### src/design/assert_macros.svh
// Assertion helpers shared by the RTL. Both sample on i_clk and are
// disabled while i_rst_n is low.
`ifndef ASSERT_MACROS_SVH
`define ASSERT_MACROS_SVH

// Same-cycle implication
`define VDIE_ASSERT_IMP(label, ante, cons, msg) \
    label: assert property (@(posedge i_clk) disable iff (!i_rst_n) (ante) |-> (cons)) \
        else $error(msg);

// Next-cycle implication
`define VDIE_ASSERT_NXT(label, ante, cons, msg) \
    label: assert property (@(posedge i_clk) disable iff (!i_rst_n) (ante) |=> (cons)) \
        else $error(msg);

`endif

### src/design/vdie_pkg.sv
package vdie_pkg;

    // Input command codes
    localparam logic [1:0] CMD_EXEC = 2'd0;
    localparam logic [1:0] CMD_POS  = 2'd1;
    localparam logic [1:0] CMD_DOT  = 2'd2;
    localparam logic [1:0] CMD_RSVD = 2'd3;

    // Opcodes of the first instruction word
    localparam logic [3:0] OP_LONG_MAX = 4'd9;
    localparam logic [3:0] OP_HALT     = 4'd11;
    localparam logic [3:0] OP_CALL     = 4'd12;
    localparam logic [3:0] OP_RET      = 4'd13;
    localparam logic [3:0] OP_JUMP     = 4'd14;
    localparam logic [3:0] OP_SHORT    = 4'd15;

    // Flow codes of a result
    localparam logic [1:0] FLOW_NEXT = 2'd0;
    localparam logic [1:0] FLOW_JUMP = 2'd1;
    localparam logic [1:0] FLOW_RET  = 2'd2;
    localparam logic [1:0] FLOW_END  = 2'd3;

    // Configuration register indexes
    localparam logic [1:0] CFG_NUM    = 2'd0;
    localparam logic [1:0] CFG_DEN    = 2'd1;
    localparam logic [1:0] CFG_HEIGHT = 2'd2;

    localparam logic [9:0]  RST_NUM    = 10'd15;
    localparam logic [10:0] RST_DEN    = 11'd32;
    localparam logic [10:0] RST_HEIGHT = 11'd480;

    localparam logic [10:0] PCT_DEN   = 11'd100;
    localparam logic [3:0]  DOT_INTEN = 4'hF;
    localparam logic [4:0]  RST_GSHIFT = 5'd1;

    // Rounding divider: 26-bit product, two quotient bits per cycle
    localparam int RS_PROD_W = 26;
    localparam logic [3:0] RS_LAST_CYC = 4'd12;

    typedef enum logic [2:0] {
        K_NONE, K_POS, K_DOT, K_HALT, K_CALL, K_RET, K_JUMP, K_VEC
    } t_kind;

    // Classified item as it travels from front to back
    typedef struct packed {
        t_kind       kind;
        logic        instr;
        logic        start_run;
        logic [11:0] offset;
        logic [11:0] target;
        logic [7:0]  pct;
        logic [9:0]  pos_x;
        logic [9:0]  pos_y;
        logic [3:0]  gscale;
        logic [3:0]  local_shift;
        logic [9:0]  mag_y;
        logic        neg_y;
        logic [9:0]  mag_x;
        logic        neg_x;
        logic [3:0]  inten;
    } t_item;

    typedef struct packed {
        logic               line_valid;
        logic signed [15:0] x_start;
        logic signed [15:0] y_start;
        logic signed [15:0] x_end;
        logic signed [15:0] y_end;
        logic [3:0]         intensity;
        logic [1:0]         flow;
        logic [11:0]        flow_target;
    } t_result;

    typedef enum logic [2:0] {
        BK_IDLE, BK_DECODE, BK_START, BK_WAIT, BK_EMIT
    } t_bk_state;

    typedef enum logic [1:0] {
        RS_IDLE, RS_MUL, RS_DIV, RS_DONE
    } t_rs_state;

    // Scaling steps run by the back end
    typedef enum logic [2:0] {
        STEP_DY, STEP_DX, STEP_X0, STEP_Y0, STEP_X1, STEP_Y1
    } t_step;

    // Signed delta: magnitude shifted by local plus global shift
    function automatic logic [15:0] vd_delta(input logic [9:0] mag, input logic neg,
                                             input logic [3:0] lsh,
                                             input logic [4:0] gsh);
        logic signed [6:0] t;
        logic [6:0]  amt;
        logic [15:0] v;
        t   = signed'({3'b000, lsh}) + signed'({{2{gsh[4]}}, gsh});
        amt = 7'(7'd0 - t);
        if (t >= 7'sd16) begin
            v = 16'd0;
        end else if (!t[6]) begin
            v = {6'd0, mag} >> t[3:0];
        end else begin
            v = {6'd0, mag} << amt[3:0];
        end
        if (neg) begin
            v = 16'(16'd0 - v);
        end
        return v;
    endfunction

endpackage

### src/design/vdie_rscale.sv
module vdie_rscale (
    input  logic        i_clk,
    input  logic        i_rst_n,
    input  logic        i_start,
    input  logic [15:0] i_v,
    input  logic [9:0]  i_num,
    input  logic [10:0] i_den,
    output logic        o_done,
    output logic [15:0] o_q
);

    vdie_pkg::t_rs_state r_state, n_state;
    logic                r_neg;
    logic [15:0]         r_mag;
    logic [9:0]          r_num;
    logic [10:0]         r_den;
    logic [vdie_pkg::RS_PROD_W-1:0] r_m, n_m;
    logic [10:0]         r_rem, n_rem;
    logic [3:0]          r_cnt;
    logic [11:0]         w_sh;
    logic [15:0]         w_q;

    // state register
    always_ff @(posedge i_clk) begin
        if (!i_rst_n) begin
            r_state <= vdie_pkg::RS_IDLE;
        end else begin
            r_state <= n_state;
        end
    end

    always_comb begin
        n_state = r_state;
        o_done  = 1'b0;
        unique case (r_state)
            vdie_pkg::RS_IDLE: if (i_start) n_state = vdie_pkg::RS_MUL;
            vdie_pkg::RS_MUL:  n_state = vdie_pkg::RS_DIV;
            vdie_pkg::RS_DIV:  if (r_cnt == vdie_pkg::RS_LAST_CYC) n_state = vdie_pkg::RS_DONE;
            vdie_pkg::RS_DONE: begin
                o_done  = 1'b1;
                n_state = vdie_pkg::RS_IDLE;
            end
            default: n_state = vdie_pkg::RS_IDLE;
        endcase
    end

    // two restoring divide steps per cycle
    always_comb begin
        n_m   = r_m;
        n_rem = r_rem;
        w_sh  = '0;
        for (int i = 0; i < 2; i++) begin
            w_sh = {n_rem, n_m[vdie_pkg::RS_PROD_W-1]};
            n_m  = {n_m[vdie_pkg::RS_PROD_W-2:0], 1'b0};
            if (w_sh >= {1'b0, r_den}) begin
                n_rem  = 11'(w_sh - {1'b0, r_den});
                n_m[0] = 1'b1;
            end else begin
                n_rem = w_sh[10:0];
            end
        end
    end

    // datapath
    always_ff @(posedge i_clk) begin
        case (r_state)
            vdie_pkg::RS_IDLE: begin
                r_neg <= i_v[15];
                r_mag <= i_v[15] ? 16'(16'd0 - i_v) : i_v;
                r_num <= i_num;
                r_den <= i_den;
            end
            vdie_pkg::RS_MUL: begin
                r_m   <= r_mag * r_num;
                r_rem <= '0;
                r_cnt <= '0;
            end
            vdie_pkg::RS_DIV: begin
                r_m   <= n_m;
                r_rem <= n_rem;
                r_cnt <= 4'(r_cnt + 4'd1);
            end
            default: ;
        endcase
    end

    // round up when remainder exceeds half the divisor, then apply sign
    assign w_q = 16'(r_m[15:0] + {15'd0, (r_rem > (r_den >> 1))});
    assign o_q = r_neg ? 16'(16'd0 - w_q) : w_q;

endmodule

### src/design/vdie_front.sv
module vdie_front (
    input  logic           i_push,
    input  logic           i_q_full,
    input  logic [1:0]     i_cmd,
    input  logic [15:0]    i_word_first,
    input  logic [15:0]    i_word_second,
    input  logic [11:0]    i_instr_offset,
    input  logic           i_start_run,
    input  logic [7:0]     i_scale_percent,
    input  logic [9:0]     i_pos_x,
    input  logic [9:0]     i_pos_y,
    input  logic [3:0]     i_global_scale,
    output logic           o_q_push,
    output vdie_pkg::t_item o_item
);

    logic [3:0] w_op;

    assign w_op     = i_word_first[15:12];
    assign o_q_push = i_push && !i_q_full;

    // classify the beat
    always_comb begin
        o_item             = '0;
        o_item.kind        = vdie_pkg::K_NONE;
        o_item.offset      = i_instr_offset;
        o_item.target      = i_word_first[11:0];
        o_item.pct         = i_scale_percent;
        o_item.pos_x       = i_pos_x;
        o_item.pos_y       = i_pos_y;
        o_item.gscale      = i_global_scale;
        unique case (i_cmd)
            vdie_pkg::CMD_POS: o_item.kind = vdie_pkg::K_POS;
            vdie_pkg::CMD_DOT: o_item.kind = vdie_pkg::K_DOT;
            vdie_pkg::CMD_EXEC: begin
                o_item.instr     = 1'b1;
                o_item.start_run = i_start_run;
                if (w_op <= vdie_pkg::OP_LONG_MAX) begin
                    o_item.kind        = vdie_pkg::K_VEC;
                    o_item.local_shift = 4'(4'd9 - w_op);
                    o_item.mag_y       = i_word_first[9:0];
                    o_item.neg_y       = i_word_first[10];
                    o_item.mag_x       = i_word_second[9:0];
                    o_item.neg_x       = i_word_second[10];
                    o_item.inten       = i_word_second[15:12];
                end else begin
                    case (w_op)
                        vdie_pkg::OP_HALT: o_item.kind = vdie_pkg::K_HALT;
                        vdie_pkg::OP_CALL: o_item.kind = vdie_pkg::K_CALL;
                        vdie_pkg::OP_RET:  o_item.kind = vdie_pkg::K_RET;
                        vdie_pkg::OP_JUMP: o_item.kind = vdie_pkg::K_JUMP;
                        vdie_pkg::OP_SHORT: begin
                            o_item.kind        = vdie_pkg::K_VEC;
                            o_item.local_shift = 4'(4'd7 - {2'b00, i_word_first[3],
                                                            i_word_first[11]});
                            o_item.mag_y       = {i_word_first[9:8], 8'd0};
                            o_item.neg_y       = i_word_first[10];
                            o_item.mag_x       = {i_word_first[1:0], 8'd0};
                            o_item.neg_x       = i_word_first[2];
                            o_item.inten       = i_word_first[7:4];
                        end
                        default: o_item.kind = vdie_pkg::K_NONE;
                    endcase
                end
            end
            default: o_item.kind = vdie_pkg::K_NONE;
        endcase
    end

endmodule

### src/design/vdie_queue.sv
module vdie_queue (
    input  logic            i_clk,
    input  logic            i_rst_n,
    input  logic            i_push,
    input  vdie_pkg::t_item i_item,
    input  logic            i_pop,
    output logic            o_full,
    output logic            o_empty,
    output vdie_pkg::t_item o_item
);

    vdie_pkg::t_item r_mem [2];
    logic            r_wptr;
    logic            r_rptr;
    logic [1:0]      r_count;

    assign o_full  = (r_count == 2'd2);
    assign o_empty = (r_count == 2'd0);
    assign o_item  = r_mem[r_rptr];

    // pointers and fill level
    always_ff @(posedge i_clk) begin
        if (!i_rst_n) begin
            r_wptr  <= 1'b0;
            r_rptr  <= 1'b0;
            r_count <= 2'd0;
        end else begin
            if (i_push) r_wptr <= ~r_wptr;
            if (i_pop)  r_rptr <= ~r_rptr;
            r_count <= 2'(r_count + {1'b0, i_push} - {1'b0, i_pop});
        end
    end

    always_ff @(posedge i_clk) begin
        if (i_push) r_mem[r_wptr] <= i_item;
    end

endmodule

### src/design/vdie_back.sv
module vdie_back #(
    parameter int ROM_ADDR_BITS = 12
) (
    input  logic              i_clk,
    input  logic              i_rst_n,
    input  logic              i_q_empty,
    input  vdie_pkg::t_item   i_q_item,
    output logic              o_q_pop,
    input  logic [9:0]        i_num,
    input  logic [10:0]       i_den,
    input  logic [10:0]       i_height,
    output logic              o_res_valid,
    input  logic              i_res_ready,
    output vdie_pkg::t_result o_res
);

    localparam logic [11:0] RetMask =
        (ROM_ADDR_BITS >= 12) ? 12'hFFF : 12'((1 << ROM_ADDR_BITS) - 1);

    vdie_pkg::t_bk_state r_state, n_state;
    vdie_pkg::t_item     r_item;
    vdie_pkg::t_result   r_res;
    vdie_pkg::t_step     r_step;
    logic [15:0] r_beam_x, r_beam_y, r_old_x, r_old_y, r_dy;
    logic [4:0]  r_gshift;
    logic [11:0] r_ret_off;
    logic        r_ret_valid, r_first;

    logic        w_rs_start, w_rs_done, w_last;
    logic [15:0] w_rs_v, w_rs_q, w_pix_y;
    logic [9:0]  w_rs_num;
    logic [10:0] w_rs_den, w_den_eff;
    logic [1:0]  d_flow;
    logic [11:0] d_target;
    logic        d_rv, d_first, d_ret_load, w_rv_in, w_first_in;

    vdie_rscale u_rscale (
        .i_clk   (i_clk),
        .i_rst_n (i_rst_n),
        .i_start (w_rs_start),
        .i_v     (w_rs_v),
        .i_num   (w_rs_num),
        .i_den   (w_rs_den),
        .o_done  (w_rs_done),
        .o_q     (w_rs_q)
    );

    assign w_den_eff = (i_den == 11'd0) ? 11'd1 : i_den;
    assign w_pix_y   = 16'({5'd0, i_height} - w_rs_q);
    assign o_res     = r_res;

    // operand select for the shared rounding divider
    always_comb begin
        w_rs_num = i_num;
        w_rs_den = w_den_eff;
        case (r_step)
            vdie_pkg::STEP_DY: begin
                w_rs_v   = vdie_pkg::vd_delta(r_item.mag_y, r_item.neg_y,
                                              r_item.local_shift, r_gshift);
                w_rs_num = {2'b00, r_item.pct};
                w_rs_den = vdie_pkg::PCT_DEN;
            end
            vdie_pkg::STEP_DX: begin
                w_rs_v   = vdie_pkg::vd_delta(r_item.mag_x, r_item.neg_x,
                                              r_item.local_shift, r_gshift);
                w_rs_num = {2'b00, r_item.pct};
                w_rs_den = vdie_pkg::PCT_DEN;
            end
            vdie_pkg::STEP_X0: w_rs_v = r_old_x;
            vdie_pkg::STEP_Y0: w_rs_v = r_old_y;
            vdie_pkg::STEP_X1: w_rs_v = r_beam_x;
            default:           w_rs_v = r_beam_y;
        endcase
    end

    // program flow and return slot
    always_comb begin
        w_rv_in    = r_item.start_run ? 1'b0 : r_ret_valid;
        w_first_in = r_item.start_run | r_first;
        d_flow     = vdie_pkg::FLOW_NEXT;
        d_target   = '0;
        d_ret_load = 1'b0;
        d_rv       = w_rv_in;
        d_first    = 1'b0;
        case (r_item.kind)
            vdie_pkg::K_HALT: d_flow = vdie_pkg::FLOW_END;
            vdie_pkg::K_CALL: begin
                if (!w_first_in) begin
                    d_ret_load = 1'b1;
                    d_rv       = 1'b1;
                end
                d_flow   = vdie_pkg::FLOW_JUMP;
                d_target = r_item.target;
            end
            vdie_pkg::K_RET: begin
                if (w_rv_in) begin
                    d_flow   = vdie_pkg::FLOW_RET;
                    d_target = 12'(r_ret_off + 12'd1) & RetMask;
                    d_rv     = 1'b0;
                end else begin
                    d_flow = vdie_pkg::FLOW_END;
                end
            end
            vdie_pkg::K_JUMP: begin
                d_flow   = vdie_pkg::FLOW_JUMP;
                d_target = r_item.target;
            end
            default: ;
        endcase
        if (d_flow == vdie_pkg::FLOW_END) begin
            d_rv    = 1'b0;
            d_first = 1'b1;
        end
    end

    // last divider step of this item
    assign w_last = (r_step == vdie_pkg::STEP_DX && !r_res.line_valid) ||
                    (r_step == vdie_pkg::STEP_Y0 && r_item.kind == vdie_pkg::K_DOT) ||
                    (r_step == vdie_pkg::STEP_Y1);

    // state register
    always_ff @(posedge i_clk) begin
        if (!i_rst_n) begin
            r_state <= vdie_pkg::BK_IDLE;
        end else begin
            r_state <= n_state;
        end
    end

    always_comb begin
        n_state     = r_state;
        o_q_pop     = 1'b0;
        w_rs_start  = 1'b0;
        o_res_valid = 1'b0;
        unique case (r_state)
            vdie_pkg::BK_IDLE: begin
                if (!i_q_empty) begin
                    o_q_pop = 1'b1;
                    n_state = vdie_pkg::BK_DECODE;
                end
            end
            vdie_pkg::BK_DECODE: begin
                if (r_item.kind == vdie_pkg::K_VEC || r_item.kind == vdie_pkg::K_DOT) begin
                    n_state = vdie_pkg::BK_START;
                end else begin
                    n_state = vdie_pkg::BK_EMIT;
                end
            end
            vdie_pkg::BK_START: begin
                w_rs_start = 1'b1;
                n_state    = vdie_pkg::BK_WAIT;
            end
            vdie_pkg::BK_WAIT: begin
                if (w_rs_done) n_state = w_last ? vdie_pkg::BK_EMIT : vdie_pkg::BK_START;
            end
            vdie_pkg::BK_EMIT: begin
                o_res_valid = 1'b1;
                if (i_res_ready) n_state = vdie_pkg::BK_IDLE;
            end
            default: n_state = vdie_pkg::BK_IDLE;
        endcase
    end

    // architectural state
    always_ff @(posedge i_clk) begin
        if (!i_rst_n) begin
            r_beam_x    <= '0;
            r_beam_y    <= '0;
            r_gshift    <= vdie_pkg::RST_GSHIFT;
            r_ret_off   <= '0;
            r_ret_valid <= 1'b0;
            r_first     <= 1'b1;
        end else if (r_state == vdie_pkg::BK_DECODE) begin
            if (r_item.kind == vdie_pkg::K_POS) begin
                r_beam_x <= {6'd0, r_item.pos_x};
                r_beam_y <= {6'd0, r_item.pos_y};
                r_gshift <= r_item.gscale[3] ? 5'(5'd8 - {2'b00, r_item.gscale[2:0]})
                                             : 5'(5'd0 - {1'b0, r_item.gscale});
            end
            if (r_item.instr) begin
                r_first     <= d_first;
                r_ret_valid <= d_rv;
                if (d_ret_load) r_ret_off <= r_item.offset & RetMask;
            end
        end else if (r_state == vdie_pkg::BK_WAIT && w_rs_done &&
                     r_step == vdie_pkg::STEP_DX) begin
            r_beam_x <= 16'(r_beam_x + w_rs_q);
            r_beam_y <= 16'(r_beam_y + r_dy);
        end
    end

    // item payload and result assembly
    always_ff @(posedge i_clk) begin
        case (r_state)
            vdie_pkg::BK_IDLE: if (!i_q_empty) r_item <= i_q_item;
            vdie_pkg::BK_DECODE: begin
                r_res.x_start     <= '0;
                r_res.y_start     <= '0;
                r_res.x_end       <= '0;
                r_res.y_end       <= '0;
                r_res.flow        <= d_flow;
                r_res.flow_target <= d_target;
                r_old_x           <= r_beam_x;
                r_old_y           <= r_beam_y;
                if (r_item.kind == vdie_pkg::K_DOT) begin
                    r_res.line_valid <= 1'b1;
                    r_res.intensity  <= vdie_pkg::DOT_INTEN;
                    r_step           <= vdie_pkg::STEP_X0;
                end else begin
                    r_res.line_valid <= (r_item.kind == vdie_pkg::K_VEC) &&
                                        (r_item.inten != 4'd0);
                    r_res.intensity  <= (r_item.kind == vdie_pkg::K_VEC) ? r_item.inten
                                                                         : 4'd0;
                    r_step           <= vdie_pkg::STEP_DY;
                end
            end
            vdie_pkg::BK_WAIT: begin
                if (w_rs_done) begin
                    if (!w_last) r_step <= vdie_pkg::t_step'(3'(r_step + 3'd1));
                    case (r_step)
                        vdie_pkg::STEP_DY: r_dy <= w_rs_q;
                        vdie_pkg::STEP_X0: begin
                            r_res.x_start <= w_rs_q;
                            if (r_item.kind == vdie_pkg::K_DOT) r_res.x_end <= w_rs_q;
                        end
                        vdie_pkg::STEP_Y0: begin
                            r_res.y_start <= w_pix_y;
                            if (r_item.kind == vdie_pkg::K_DOT) r_res.y_end <= w_pix_y;
                        end
                        vdie_pkg::STEP_X1: r_res.x_end <= w_rs_q;
                        vdie_pkg::STEP_Y1: r_res.y_end <= w_pix_y;
                        default: ;
                    endcase
                end
            end
            default: ;
        endcase
    end

endmodule

### src/design/vector_display_instruction_engine_unit.sv
// Vector display instruction engine: takes classified beats (instruction, beam position
// with global scale, or dot) through a two-entry queue and returns exactly one result per
// beat. Position, halt, jump, call, return and ignored beats skip the divider in the
// back end. The work is done by the single shared rounding divider (multiply, then two
// quotient bits per cycle), used twice for the percent-scaled deltas and four times for
// pixel coordinates of a drawn vector, only for the deltas of a vector with zero
// intensity, and twice for the pixel coordinates of a dot. A finished result waits in
// the output register while the next beat is accepted into the queue.
`include "assert_macros.svh"

module vector_display_instruction_engine_unit #(
    parameter int ROM_ADDR_BITS = 12
) (
    input  logic               i_clk,
    input  logic               i_rst_n,
    input  logic               push,
    output logic               full,
    input  logic [1:0]         i_cmd,
    input  logic [15:0]        i_word_first,
    input  logic [15:0]        i_word_second,
    input  logic [11:0]        i_instr_offset,
    input  logic               i_start_run,
    input  logic [7:0]         i_scale_percent,
    input  logic [9:0]         i_pos_x,
    input  logic [9:0]         i_pos_y,
    input  logic [3:0]         i_global_scale,
    output logic               empty,
    input  logic               pop,
    output logic               o_line_valid,
    output logic signed [15:0] o_x_start,
    output logic signed [15:0] o_y_start,
    output logic signed [15:0] o_x_end,
    output logic signed [15:0] o_y_end,
    output logic [3:0]         o_intensity,
    output logic [1:0]         o_flow,
    output logic [11:0]        o_flow_target,
    input  logic               i_cfg_we,
    input  logic [1:0]         i_cfg_idx,
    input  logic [10:0]        i_cfg_data
);

    vdie_pkg::t_item   w_f_item, w_q_item;
    vdie_pkg::t_result w_res, r_out;
    logic w_q_push, w_q_pop, w_q_full, w_q_empty, w_res_valid, w_res_ready;
    logic r_out_valid;
    logic [9:0]  r_num;
    logic [10:0] r_den, r_height;
    logic w_coords_clear, w_target_clear;

    // configuration registers
    always_ff @(posedge i_clk) begin
        if (!i_rst_n) begin
            r_num    <= vdie_pkg::RST_NUM;
            r_den    <= vdie_pkg::RST_DEN;
            r_height <= vdie_pkg::RST_HEIGHT;
        end else if (i_cfg_we) begin
            case (i_cfg_idx)
                vdie_pkg::CFG_NUM:    r_num    <= i_cfg_data[9:0];
                vdie_pkg::CFG_DEN:    r_den    <= i_cfg_data;
                vdie_pkg::CFG_HEIGHT: r_height <= i_cfg_data;
                default: ;
            endcase
        end
    end

    vdie_front u_front (
        .i_push          (push),
        .i_q_full        (w_q_full),
        .i_cmd           (i_cmd),
        .i_word_first    (i_word_first),
        .i_word_second   (i_word_second),
        .i_instr_offset  (i_instr_offset),
        .i_start_run     (i_start_run),
        .i_scale_percent (i_scale_percent),
        .i_pos_x         (i_pos_x),
        .i_pos_y         (i_pos_y),
        .i_global_scale  (i_global_scale),
        .o_q_push        (w_q_push),
        .o_item          (w_f_item)
    );

    vdie_queue u_queue (
        .i_clk   (i_clk),
        .i_rst_n (i_rst_n),
        .i_push  (w_q_push),
        .i_item  (w_f_item),
        .i_pop   (w_q_pop),
        .o_full  (w_q_full),
        .o_empty (w_q_empty),
        .o_item  (w_q_item)
    );

    vdie_back #(
        .ROM_ADDR_BITS (ROM_ADDR_BITS)
    ) u_back (
        .i_clk       (i_clk),
        .i_rst_n     (i_rst_n),
        .i_q_empty   (w_q_empty),
        .i_q_item    (w_q_item),
        .o_q_pop     (w_q_pop),
        .i_num       (r_num),
        .i_den       (r_den),
        .i_height    (r_height),
        .o_res_valid (w_res_valid),
        .i_res_ready (w_res_ready),
        .o_res       (w_res)
    );

    assign full = w_q_full;

    // output register
    assign w_res_ready = !r_out_valid || pop;

    always_ff @(posedge i_clk) begin
        if (!i_rst_n) begin
            r_out_valid <= 1'b0;
        end else if (w_res_valid && w_res_ready) begin
            r_out_valid <= 1'b1;
        end else if (pop) begin
            r_out_valid <= 1'b0;
        end
    end

    always_ff @(posedge i_clk) begin
        if (w_res_valid && w_res_ready) r_out <= w_res;
    end

    assign empty         = !r_out_valid;
    assign o_line_valid  = r_out.line_valid;
    assign o_x_start     = r_out.x_start;
    assign o_y_start     = r_out.y_start;
    assign o_x_end       = r_out.x_end;
    assign o_y_end       = r_out.y_end;
    assign o_intensity   = r_out.intensity;
    assign o_flow        = r_out.flow;
    assign o_flow_target = r_out.flow_target;

    // check terms
    assign w_coords_clear = (o_x_start == 16'sd0) && (o_y_start == 16'sd0) &&
                            (o_x_end == 16'sd0) && (o_y_end == 16'sd0) &&
                            (o_intensity == 4'd0);
    assign w_target_clear = (o_flow == vdie_pkg::FLOW_JUMP) ||
                            (o_flow == vdie_pkg::FLOW_RET) || (o_flow_target == 12'd0);

    // checks
    `VDIE_ASSERT_NXT(a_res_loaded, w_res_valid && w_res_ready, r_out_valid, "result beat lost")
    `VDIE_ASSERT_IMP(a_idle_coords, !empty && !o_line_valid, w_coords_clear, "coords set")
    `VDIE_ASSERT_IMP(a_idle_target, !empty, w_target_clear, "target without jump or return")

endmodule
### config.mk
export PLATFORM = sky130hd
export DESIGN_NAME = vector_display_instruction_engine_unit
export DESIGN_NICKNAME = d
export VERILOG_FILES = /design/src/design/vdie_pkg.sv /design/src/design/vdie_rscale.sv /design/src/design/vdie_front.sv /design/src/design/vdie_queue.sv /design/src/design/vdie_back.sv /design/src/design/vector_display_instruction_engine_unit.sv
export VERILOG_INCLUDE_DIRS = /design/src /design/src/design
export SDC_FILE = /design/constraint.sdc
export NUM_CORES = 1
export LEC_CHECK = 0
export ABC_AREA = 0
export BUFFER_PORTS_ARGS = -buffer_cell sky130_fd_sc_hd__clkbuf_2
export CORE_MARGIN = 1.5
export CORE_UTILIZATION = 50
export CTS_BUF_LIST = sky130_fd_sc_hd__clkbuf_16
export CTS_CLUSTER_DIAMETER = 40
export CTS_CLUSTER_SIZE = 40
export DETAILED_ROUTE_END_ITERATION = 6
export HOLD_SLACK_MARGIN = 0.12
export PLACE_DENSITY = 0.7
export SYNTH_ARGS = -nofsm -noshare
export SYNTH_HDL_FRONTEND = slang
export SYNTH_SLANG_ARGS = --single-unit
### constraint.sdc
create_clock -name i_clk -period 7.82 [get_ports i_clk]
set_input_delay 1.564 -clock i_clk [delete_from_list [all_inputs] [get_ports i_clk]]
set_output_delay 1.564 -clock i_clk [all_outputs]
set_load 0.01 [all_outputs]
==> results by stage, run 1 <==
Cells and area:
- The final instance area is around 41000 sq um.
- The layout has slightly below 6k filler cells.
- The count of nets after finishing is 3674.
- Cells with a size suffix above 1 make up about 16% of the layout.
- The area growth from synthesis to layout is 13.4%.

Die:
- In this run the core area contains 98 standard-cell rows.
- The boundary pin count is about 180.
- Measured along the x axis, the die boundary spans roughly 270 um.
- The die is approximately 270 um tall.
- The floorplan die area is approximately 75000 sq um.
- The area of the core is 72000 sq um.
- For this configuration, the core starts out at a cell density of 50.8%.

Yosys:
- Yosys mapped a number of flops with a built-in enable equal to 569.
- For this run, the number of Yosys warnings is 0.
- Counting flops and latches in the post-synthesis netlist gives roughly 660.
- The biggest area contributor in the post-synthesis netlist is sky130_fd_sc_hd__edfxtp_1.
- The synthesized instance count is approximately 3.1k.
- The unique cell type count in the Yosys netlist is approximately 100.
- The area of the mapped netlist is between 30000 and 40000 sq um.
- By count the netlist is led by 569 x sky130_fd_sc_hd__edfxtp_1, 358 x sky130_fd_sc_hd__nand2_1, 232 x sky130_fd_sc_hd__inv_1.
- The portion of synthesized cell area occupied by the leading cell type is ~47%.
- The async set-reset flop share out of synthesis is 0%.
- In the post-synthesis netlist, the biggest area contributors are sky130_fd_sc_hd__edfxtp_1 47%, sky130_fd_sc_hd__fa_1 6.4%, sky130_fd_sc_hd__ha_1 5.3%.
- The share of the Yosys chip area taken by registers is around half.
- The most used flip-flop cell after synthesis is sky130_fd_sc_hd__edfxtp_1.
- The per-instance average area after synthesis is ~12 sq um.
- The number of nets produced by synthesis is 3510.
- By instance count, the leading cell after synthesis is sky130_fd_sc_hd__edfxtp_1.

Worst setup path:
- The worst setup path is launched from a flop.
- The worst setup path is of the flop to flop kind.
- STA puts the critical path data required time at between 8 and 9 ns.
- The critical path data arrival time is approximately 7.1 ns.
- The worst setup path is captured at a flop.
- The maximum fanout along the worst path is 16.
- The flop-to-flop setup slack is 1.15 ns.

Drt:
- The residual DRC count is 0.
- The final routed wirelength across all metal layers is 85700 um.
- After detailed routing, the average wire length per cell comes to 19.8 um.
- Across all layers, the routed design uses around 25k vias.
- The number of vias per cell is roughly 5.7.
- The remaining number of nets flagged by the antenna check after routing is 0.
- The first routing iteration left approximately 2.1k violations.
- The first detailed-routing pass ran for 7 iterations.

Run:
- The max-cap check violation count is 0.

Timing:
- The final clock skew is roughly 0.034 ns.
- Setup repair after global routing left no endpoint under its margin.
- For the pin with the worst max-slew slack, the measured transition is between 1 and 1.5 ns.
- The number of pins with negative max-slew slack in the final report was 0.
- Adding up every negative setup slack in the final design gives 0 ns.
- The final cycle utilization of the critical path is between 80% and 90%.
- The normalized max-slew margin is around 23%.
- After layout, the minimum clock period comes to roughly 6.7 ns.
- Final hold analysis gives a worst-case slack of 0.414 ns.
- Static timing analysis puts the maximum clock frequency at ~0.15 GHz.
- The number of failing hold endpoints at the final stage is 0.
- After layout, the worst setup slack is 1.15 ns.
- The count of final setup violators is 0.

CTS:
- The maximum clock path buffer count is 3.
- The post-CTS setup-driven buffer insertion count is 0.
- The number of H-tree branching levels is 3.
- The post-cts sizing count is 0.
- The cell at the root of the clock tree is sky130_fd_sc_hd__clkbuf_16.
- The number of buffers inserted during clock tree synthesis is between 80 and 90.
- The source-to-sink clock delay at the later pin of the worst-skew pair is 0.66 ns.
- The clock tree from TritonCTS is built.
- The number of hold buffers added after CTS is 0.
- The tree built by TritonCTS fans out to 662 sinks.
- After clock tree synthesis, the clock-pin slew on the worst setup and hold paths is roughly 0.060 ns.

Global routing:
- The final global-route overflow total is 0.
- The pin count of the biggest net entering global routing is between 80 and 90.
- The wire length of the first global-routing pass is roughly 130000 um.
- The via count of the first global-routing pass is roughly 24k.
- The overall track demand over capacity in global routing is a little under a quarter.
- The number of antenna violations at the first check in global routing is 0.

Placement:
- The post-placement setup slack is around 1.3 ns.
- The detailed-placement wirelength estimate is roughly 62000 um.
- The total placed instance area is 38400 sq um.
- Buffers placed on the I/O ports in this run total 180.
- The congestion estimate from routability-driven global placement came to between 0.9 and 1.

Status:
- The flow ran to the end, and the final reports show no timing, DRC or antenna violations.

Hold path:
- The worst hold path belongs to the class flop to flop.
==> metrics by stage <==
stage               cells  util [%]
floorplan            3143         -
global placement     4166      53.3
detailed placement   4166      53.3
CTS                  4333      57.6
global route         4333      57.6
finish               4334      57.6
==> cell type report <==
cell class                      count  area [sq um]  area share (%)
Antenna cell                        1          2.50         0.00603
Clock buffer                       89          2230            5.37
Clock inverter                     78           838            2.02
Sequential cell                   662         19000            45.7
Tap cell                          950          1190            2.87
Multi-Input combinational cell   2102         16200            39.1
Timing Repair Buffer              216          1170            2.82
Inverter                          236           886            2.14
==> logic make-up after synthesis <==
| family | count (synthesis) | synth area share [%] |
|---|---|---|
| simple gates | 943 | 12.3 |
| mux | 208 | 6.68 |
| fa+ha+maj | 270 | 11.6 |
| compound gates | 536 | 9.93 |
| flops | 662 | 51.8 |
| buf+inv | 379 | 4.00 |
| xor+xnor | 145 | 3.67 |
==> final timing paths <==
path,startpoint,to,depth (start not counted)
setup reg to reg,u_back.u_rscale.r_num[3]$_DFFE_PN_,u_back.u_rscale.r_m[25]$_DFFE_PP_,21
hold / removal,u_back.o_res[77]$_SDFFCE_PN0P_,o_x_start[11]$_DFFE_PP_,0
hold reg to reg,u_back.o_res[77]$_SDFFCE_PN0P_,o_x_start[11]$_DFFE_PP_,0
setup / recovery,u_back.u_rscale.r_num[3]$_DFFE_PN_,u_back.u_rscale.r_m[25]$_DFFE_PP_,21
==> metal layers <==
metal	up-vias	wire (um)	track usage, %
li1	11600	-	-
met1	12200	36100	29.9
met4	0	2210	6.62
met2	707	43000	39.7
met3	160	4370	3.68
met5	-	0	0
==> cells in the final DEF (no fill, tap or decap), types with 31 or more instances in the layout <==
master,Yosys,final
sky130_fd_sc_hd__nand2_1,358,358
sky130_fd_sc_hd__fa_1,116,116
sky130_fd_sc_hd__xnor2_1,98,98
sky130_fd_sc_hd__a21oi_1,122,120
sky130_fd_sc_hd__nor3_1,50,49
sky130_fd_sc_hd__nor2_1,194,190
sky130_fd_sc_hd__clkbuf_2,0,180
sky130_fd_sc_hd__xor2_1,41,41
sky130_fd_sc_hd__mux2i_1,81,81
sky130_fd_sc_hd__inv_1,232,236
sky130_fd_sc_hd__a21o_1,31,31
sky130_fd_sc_hd__clkbuf_16,0,89
sky130_fd_sc_hd__mux2_2,109,109
sky130_fd_sc_hd__dfxtp_1,93,92
sky130_fd_sc_hd__buf_4,7,36
sky130_fd_sc_hd__nand3_1,75,75
sky130_fd_sc_hd__ha_1,154,152
sky130_fd_sc_hd__o21ai_0,132,131
sky130_fd_sc_hd__and2_1,118,118
sky130_fd_sc_hd__edfxtp_1,569,569
==> worst max-delay path: stages, from the launching register on <==
cell                       delay (ns)
sky130_fd_sc_hd__edfxtp_1        0.84
sky130_fd_sc_hd__nand2_1         0.18
sky130_fd_sc_hd__fa_1            0.56
sky130_fd_sc_hd__inv_1           0.05
sky130_fd_sc_hd__fa_1            0.51
sky130_fd_sc_hd__inv_1           0.05
sky130_fd_sc_hd__fa_1            0.47
sky130_fd_sc_hd__inv_1           0.05
sky130_fd_sc_hd__fa_1            0.54
sky130_fd_sc_hd__inv_1           0.07
sky130_fd_sc_hd__fa_1            0.54
sky130_fd_sc_hd__inv_1           0.05
sky130_fd_sc_hd__ha_1            0.36
sky130_fd_sc_hd__a21o_1          0.19
sky130_fd_sc_hd__a211oi_1        0.25
sky130_fd_sc_hd__o211ai_1        0.17
sky130_fd_sc_hd__and3_1          0.21
sky130_fd_sc_hd__o41ai_1         0.55
sky130_fd_sc_hd__a21oi_1         0.14
sky130_fd_sc_hd__a21oi_1         0.22
sky130_fd_sc_hd__xnor2_1         0.08
sky130_fd_sc_hd__o21ai_0         0.34
==> sequential cells by signal, summed over array words and instances, names as in the netlist, 11 cells and up <==
name                   flops
u_back.r_ret_off          12
u_back.r_beam_x           16
u_back.u_rscale.r_m       26
r_height                  11
u_back.r_beam_y           16
u_back.r_old_x            16
u_back.u_rscale.r_den     11
o_y_end                   16
u_back.r_dy               16
o_x_end                   16
u_back.u_rscale.r_rem     11
u_back.u_rscale.r_mag     16
u_back.o_res              83
o_y_start                 16
u_back.r_item             91
r_den                     11
o_flow_target             12
u_queue.r_mem            182
u_back.r_old_y            16
o_x_start                 16
Power of run 1 is left out: the tool's default activity adds up to more than one toggle a clock period on the data nets, which glitch-free logic cannot reach.
==> run 2: changes to the inputs <==
==> constraint.sdc (replaced) <==
create_clock -name i_clk -period 6.6 [get_ports i_clk]
set_input_delay 1.32 -clock i_clk [delete_from_list [all_inputs] [get_ports i_clk]]
set_output_delay 1.32 -clock i_clk [all_outputs]
set_load 0.01 [all_outputs]
==> run 2 against run 1 <==
Against the previous run: the flow now finishes with violations (design-rule violations); design area grew 0.29%; critical path depth shrank 1; flip-flop and latch count unchanged; via count down 0.47%; cell count grew 0.42%; sequential share of layout area fell by 0.13 points; register-to-register slack lost 0.79 ns; fmax grew 7.0%.
==> results by stage, run 2 (synthesis results as in run 1) <==
Status:
- The flow ran to the end, but the final reports show violations.
- The final reports fail on design-rule violations.

CTS:
- The number of sinks handled by clock tree synthesis is around 660.
- The register clock-pin slew on the reported worst setup and hold paths is roughly 0.06 ns.
- The cell at the root of the clock tree is sky130_fd_sc_hd__clkbuf_16.
- The maximum clock path buffer count is 3.
- The H-tree was split into 3 levels.
- The number of hold buffers added after CTS is 0.
- At the later pin of the worst-skew pair, clock insertion delay measures 0.64 ns.
- TritonCTS built the clock tree.
- The number of buffers inserted during clock tree synthesis is 87.

Hold path:
- The tightest min-delay check is of the flop to flop type.
- The worst hold path passes through 0 cells.

Timing:
- In this run the tightest slew margin relative to its limit is 17.8%.
- The final cycle utilization of the critical path is between 90% and 100%.
- The slew of the pin with the lowest slew margin is between 1 and 1.5 ns.
- The upper clock frequency limit is ~0.16 GHz.
- The number of pins with negative max-slew slack in the final report is 0.
- The sum of negative setup slack is 0 ns.
- The number of failing hold endpoints at the final stage is 0.
- Setup repair after global routing left no endpoint under its margin.
- The final period demand of the worst path is 6.23 ns.
- Setup violations remaining at the end of the flow were counted as 0.
- Between clock sinks in the finished design, the worst skew comes to a little over 0.03 ns.

Placement:
- The congestion estimate from routability-driven global placement came to between 0.9 and 1.
- In this run the tool buffered the top-level ports with 180 buffer cells.
- In this run, placement finished with an instance count of approximately 4.2k.
- The detailed-placement wirelength estimate is 61700 um.

Global routing:
- The number of antenna violations at the first check in global routing was 1.
- The first global-routing pass estimated between 100000 and 150000 um of wire.
- The overall track demand over capacity in global routing is a little under a quarter.
- The via count of the first global-routing pass is 24.2k.
- Entering global routing, the biggest net connects 84 pins.
- The final global-route overflow total is 0.

Cells and area:
- The library cells used most frequently in the layout, excluding fill and tap cells, are 569 x sky130_fd_sc_hd__edfxtp_1, 358 x sky130_fd_sc_hd__nand2_1, 237 x sky130_fd_sc_hd__inv_1.
- The area growth from synthesis to layout is 13.8%.
- The count of nets after finishing is between 3k and 4k.
- The number of flip-flops under the largest register name is 182.
- The top register by number of flip-flops is u_queue.r_mem.
- The final standard cell count with taps included and fillers excluded is roughly 4.4k.
- 0 antenna diodes ended up in the layout.
- Of the cells placed in the final design, the portion with a size suffix greater than 1 is between 10% and 20%.
- The most frequent standard cell in the layout excluding fill and tap cells is sky130_fd_sc_hd__edfxtp_1.

Die:
- The height of the chip is 273 um.
- After floorplanning, the core was divided into a little under 100 placement rows.
- In this run the standard cell core region covers ~72000 sq um.
- The die covers 74700 sq um.
- The starting utilization of the core area is between 50% and 60%.
- Pin placement for this block handled 182 I/O pins.
- The die width is ~270 um.

Drt:
- After detailed routing, the total wire length is 85500 um.
- The number of vias per cell is ~5.6.
- For this run, design rule violations remaining after detail routing come to 1.
- After the first detailed-routing iteration, the DRC count stood at 2208.
- The first-pass detailed-route iteration total is 7.
- The post-detailed-route wirelength per cell is 19.6 um.
- The count of nets left with antenna violations once routing finished came out at 0.
- The overall via count from detail_route is roughly 25k.

Worst setup path:
- By instance count, the cell type seen most on the critical path is sky130_fd_sc_hd__fa_1.
- Counting buffers and inverters, the worst setup path is 20 cells deep.
- The sum of buffers and inverters on the critical path is 4.
- The critical path's slowest cell is sky130_fd_sc_hd__edfxtp_1.
- STA classifies the critical path endpoint as a flop.
- Counting cells, the worst reg-to-reg path comes to 20.
- The critical path goes through nand2_1 -> fa_1 -> inv_1 -> fa_1 -> inv_1 -> fa_1 -> fa_1 -> fa_1 -> inv_1 -> ha_1 -> nand2_1 -> o21ai_0 -> a211oi_1 -> buf_4 -> nor4_1 -> o31ai_1 -> o2111ai_1 -> a21oi_1 -> xor2_1 -> o21ai_0.
- Broken down by cell family, the worst path's largest delay share belongs to adder cells.
- Of all nets on the critical path, the largest fanout is 16.
- For the worst setup path, the data arrival time is around 6.6 ns.
- The delay of the slowest critical-path stage is 0.72 ns.
- The critical path is of the flop to flop type.
- The kind of launch point of the worst setup path is a flop.
- The required time of the critical path is between 6 and 7 ns.

Run:
- The max-cap check violation count is 0.
run 2: cell count changes in the layout (fill, tap and decap cells not counted), sizes merged:
cell and delta:
buf +25, bufinv -2, clkbuf -1, clkinv +2, diode -1, inv -5
run 2: what timing repair did:
item / CTS / global route
endpoints found under the setup margin: 0 / 5
gates resized for setup: 0 / 2
setup buffers: 0 / 6
run 2: final cells by class:
cell class                 instances  area (sq um)
fill                            5909         30400
sequential                       662         19000
multi-input combinational       2102         16200
clock buffer                      88          2200
timing repair buffer             241          1370
tap                              950          1190
inverter                         236           886
clock inverter                    73           779
run 2: stage by stage:
stage	hold slack [ns]	setup WS, ns	cell area [sq um]	util, %
2_1_floorplan	0.400	0.535	36600	-
3_3_place_gp	0.402	0.352	38500	53.5
3_5_place_dp	0.405	0.294	38500	53.5
4_1_cts	0.405	0.331	41500	57.7
5_1_grt	0.416	0.0585	41600	57.8
6_report	0.414	0.368	41600	57.8
run 2: path summary, 6_finish.rpt:
kind | from | endpoint | slack (ns)
max | u_back.u_rscale.r_num[1]$_DFFE_PN_ | u_back.u_rscale.r_m[24]$_DFFE_PP_ | 0.37
min | u_back.o_res[61]$_SDFFCE_PN0P_ | o_y_start[11]$_DFFE_PP_ | 0.41
max reg2reg | u_back.u_rscale.r_num[1]$_DFFE_PN_ | u_back.u_rscale.r_m[24]$_DFFE_PP_ | 0.37
min reg2reg | u_back.o_res[61]$_SDFFCE_PN0P_ | o_y_start[11]$_DFFE_PP_ | 0.41
run 2: per-layer routing:
metal	wire length, um	global-route usage [%]
met5	0	0
met2	41900	38.6
met1	36600	30.3
met4	2480	7.37
met3	4440	3.36
Power of run 2 is left out for the same reason.
==> run 3: changes to the inputs <==
--- a/config.mk
+++ b/config.mk
@@ -9,13 +9,14 @@
 export ABC_AREA = 0
 export BUFFER_PORTS_ARGS = -buffer_cell sky130_fd_sc_hd__clkbuf_2
 export CORE_MARGIN = 1.5
-export CORE_UTILIZATION = 50
+export CORE_UTILIZATION = 30
 export CTS_BUF_LIST = sky130_fd_sc_hd__clkbuf_16
 export CTS_CLUSTER_DIAMETER = 40
 export CTS_CLUSTER_SIZE = 40
 export DETAILED_ROUTE_END_ITERATION = 6
 export HOLD_SLACK_MARGIN = 0.12
-export PLACE_DENSITY = 0.7
+export PLACE_DENSITY = 0.48
+export REMOVE_ABC_BUFFERS = 1
 export SYNTH_ARGS = -nofsm -noshare
 export SYNTH_HDL_FRONTEND = slang
 export SYNTH_SLANG_ARGS = --single-unit
==> run 3 against run 2 <==
Against the previous run: the run still ends with design-rule violations left; sequential share of layout area is 1.4 points lower; clock-buffer cell count rose by 9; cell count grew 16%; global-route usage decreased by 7.9 points; clock skew grew 0.0014 ns; critical path depth did not move; core utilization fell by 22 points; design area increased by 3.1%; via count fell by 1.0%; non-clock buffer count is 16 higher; critical path type unchanged.
==> results by stage, run 3 (synthesis results as in run 1) <==
Global routing:
- The via count of the first global-routing pass was between 20k and 25k.
- The overall track demand over capacity in global routing is between 10% and 20%.
- The number of antenna violations at the first check in global routing is 1.
- The wire length of the first global-routing pass is 145000 um.
- The final global-route overflow total is 0.
- The pin count of the biggest net entering global routing is around 90.

Drt:
- The remaining number of nets flagged by the antenna check after routing is 0.
- The first-pass detailed-route iteration total is 7.
- The post-detailed-route wirelength per cell is 18.7 um.
- The final routed wirelength across all metal layers is 94200 um.
- The DRC marker count from the first detailed-route iteration is around 1.7k.
- The amount of wire on met3 after detailed routing is slightly below 4000 um.
- The residual DRC count is 1.
- Signal routing reaches up to met4.
- The overall via count from detail_route is ~24k.
- Wire segments on met2 add up to roughly 44000 um in the final route.
- The number of vias per cell is just under 5.
- After detailed routing, the wire length on met1 is 44000 um.

CTS:
- The number of hold buffers added after CTS is 0.
- The register clock-pin slew on the reported worst setup and hold paths is around 0.06 ns.
- Counting every sink on the clock net gives between 600 and 700.
- The maximum clock path buffer count is 3.
- The clock tree from TritonCTS is built.
- The number of H-tree branching levels is 3.
- In this run, CTS created clock tree buffers numbering 96.
- Clock tree synthesis selected as its root buffer the cell sky130_fd_sc_hd__clkbuf_16.
- The source-to-sink clock delay at the later pin of the worst-skew pair is 0.68 ns.

Hold path:
- The cell depth of the worst min-delay path is 0.
- The worst min-delay path class is flop to flop.
- The endpoint of the worst hold path is o_x_end[14]$_DFFE_PP_.
- The worst hold path begins at u_back.o_res[48]$_SDFFCE_PN0P_.

Cells and area:
- The post-route netlist has between 10% and 20% of its cells at a drive strength greater than 1.
- In the layout the commonest cells are 569 x sky130_fd_sc_hd__edfxtp_1, 358 x sky130_fd_sc_hd__nand2_1, 235 x sky130_fd_sc_hd__inv_1.
- After the flow finishes, the layout carries non-filler instances totaling roughly 5k.
- The library cell used most frequently in the layout, excluding fill and tap cells, is sky130_fd_sc_hd__edfxtp_1.
- The top register by number of flip-flops is u_queue.r_mem.
- The count of nets after finishing is 3722.
- The number of antenna diodes is 0.
- The register with the most flip-flops in the layout has roughly 180 of them.
- The number of inserted filler cells in the final layout is between 10k and 15k.
- The synthesis-to-finish area growth is 17.3%.

Die:
- The die width is 352 um.
- The initial utilization of the core area, before any placement, comes to between 30 and 40%.
- Pin placement for this block handled between 150 and 200 I/O pins.
- The core region is roughly 120000 sq um.
- The floorplan die area is approximately 120000 sq um.
- The floorplan step set the die height to about 350 um.
- The number of standard-cell rows in the floorplan is approximately 130.

Placement:
- The routability congestion estimate from global placement is 0.851.
- Once detailed placement completed, the half-perimeter wirelength came to a little under 70000 um.
- The count of buffers added on input and output ports is 180.
- The post-placement setup slack is roughly 0.42 ns.
- Counting tap cells, the placed design contains a total of between 4k and 5k instances.

Timing:
- The number of failing hold endpoints at the final stage is 0.
- Across all setup checks in the final design, the least slack found is 0.454 ns.
- The final cycle utilization of the critical path is 93.1%.
- Clock skew on the completed layout was measured at 0.0316 ns.
- The final hold slack is slightly above 0.4 ns.
- Based on the critical path, the design can be clocked at up to approximately 0.16 GHz.
- The count of final setup violators is 0.
- Setup repair after global routing left no endpoint under its margin.
- The number of pins with negative max-slew slack in the final report is 0.
- At the pin with the least slew margin, the transition time is around 1.2 ns.
- Headroom to the max-slew limit came out at roughly 23%.
- The final period demand of the worst path is 6.15 ns.

Worst setup path:
- The slowest stage of the critical path is the sky130_fd_sc_hd__edfxtp_1 cell.
- The maximum fanout along the worst path is 16.
- The flop-to-flop setup slack is roughly 0.45 ns.
- The kind of launch point of the worst setup path is a flop.
- The critical setup path kind is flop to flop.
- Measured in cells, the most critical reg-to-reg path has a length of 20.
- The startpoint identified for the worst register-to-register timing path is u_back.u_rscale.r_num[5]$_DFFE_PN_.
- In this design, the critical path's most frequently occurring cell is sky130_fd_sc_hd__fa_1.
- The signal on the critical path passes through and2_1 -> fa_1 -> fa_1 -> fa_1 -> inv_1 -> fa_1 -> inv_1 -> fa_1 -> ha_1 -> a21oi_1 -> nor2b_1 -> a41oi_1 -> o211ai_1 -> and3_1 -> o41ai_1 -> buf_4 -> nand2b_1 -> a21oi_1 -> xor2_1 -> o21ai_0.
- The critical path data arrival time is between 6 and 7 ns.
- For the worst setup path, the data required time is 6.98 ns.
- The largest single stage delay on the critical path is 0.63 ns.
- The endpoint type of the worst setup path is a flop.
- The endpoint identified for the worst register-to-register timing path is u_back.u_rscale.r_m[23]$_DFFE_PP_.

Run:
- The max-cap check violation count is 0.

Status:
- The checks that failed: design-rule violations.
- The flow ran to the end, but the final reports show violations.
## run 3: cell types whose count changed in the layout (fill, tap and decap cells not counted), sizes merged
cell / previous run / this run
buf: 61 / 77
clkinv: 28 / 39
bufinv: 6 / 8
clkbuf: 268 / 277
inv: 265 / 261
## run 3: worst max-delay path by stage
| stage | slack [ns] | startpoint | cells after the start | end |
|---|---|---|---|---|
| after global routing | 0.05 | u_back.u_rscale.r_num[3]$_DFFE_PN_ | 21 | u_back.u_rscale.r_m[22]$_DFFE_PP_ |
| after detailed placement | 0.42 | u_back.u_rscale.r_num[1]$_DFFE_PN_ | 21 | u_back.u_rscale.r_m[25]$_DFFE_PP_ |
| after CTS | 0.37 | u_back.u_rscale.r_num[1]$_DFFE_PN_ | 21 | u_back.u_rscale.r_m[23]$_DFFE_PP_ |
| after floorplan | -0.65 | u_back.u_rscale.r_m[25]$_DFFE_PP_ | 21 | u_back.u_rscale.r_rem[0]$_SDFFCE_PN0P_ |
| final | 0.45 | u_back.u_rscale.r_num[5]$_DFFE_PN_ | 20 | u_back.u_rscale.r_m[23]$_DFFE_PP_ |
| after global placement | 0.40 | u_back.u_rscale.r_num[1]$_DFFE_PN_ | 20 | u_back.u_rscale.r_m[24]$_DFFE_PP_ |
## run 3: metrics by stage
stage / TNS, ns / utilization, % / area (sq um)
2_1_floorplan: -6.24 / - / 36000
3_3_place_gp: 0 / 32.8 / 39500
3_5_place_dp: 0 / 32.8 / 39500
4_1_cts: 0 / 35.5 / 42800
5_1_grt: 0 / 35.6 / 42900
6_report: 0 / 35.6 / 42900
## run 3: worst max-delay path, delay by kind of cell, from the launching register on
family / cells / cell delay [ns]
AOI/OAI and AO/OA: 6 / 1.24
xor gates and xnor gates: 1 / 0.16
adders and majority gates: 6 / 2.91
buffers and inverters: 3 / 0.28
DFF: 1 / 0.63
and+or+nand+nor: 4 / 0.61
## run 3: routing by layer
| metal | up-vias | GRT usage, % |
|---|---|---|
| met2 | 513 | 24.4 |
| li1 | 11700 | - |
| met5 | - | 0 |
| met1 | 11900 | 20.4 |
| met3 | 145 | 2.66 |
| met4 | 0 | 4.23 |
## run 3: cell type report
| class | instances | area, sq um | share of cell area (%) |
|---|---|---|---|
| clock inverters | 82 | 872 | 2.03 |
| multi-input cells | 2102 | 16200 | 37.8 |
| clock buffers | 97 | 2430 | 5.66 |
| flip-flops and latches | 662 | 19000 | 44.2 |
| repair buffers | 257 | 1500 | 3.51 |
| inverters | 236 | 886 | 2.07 |
| well taps | 1612 | 2020 | 4.70 |
## run 3: repair_timing
| item | CTS | global route |
|---|---|---|
| resized for setup | 0 | 0 |
| buffers inserted | 0 | 6 |
| setup endpoints to repair | 0 | 3 |
Power of run 3 is left out for the same reason.
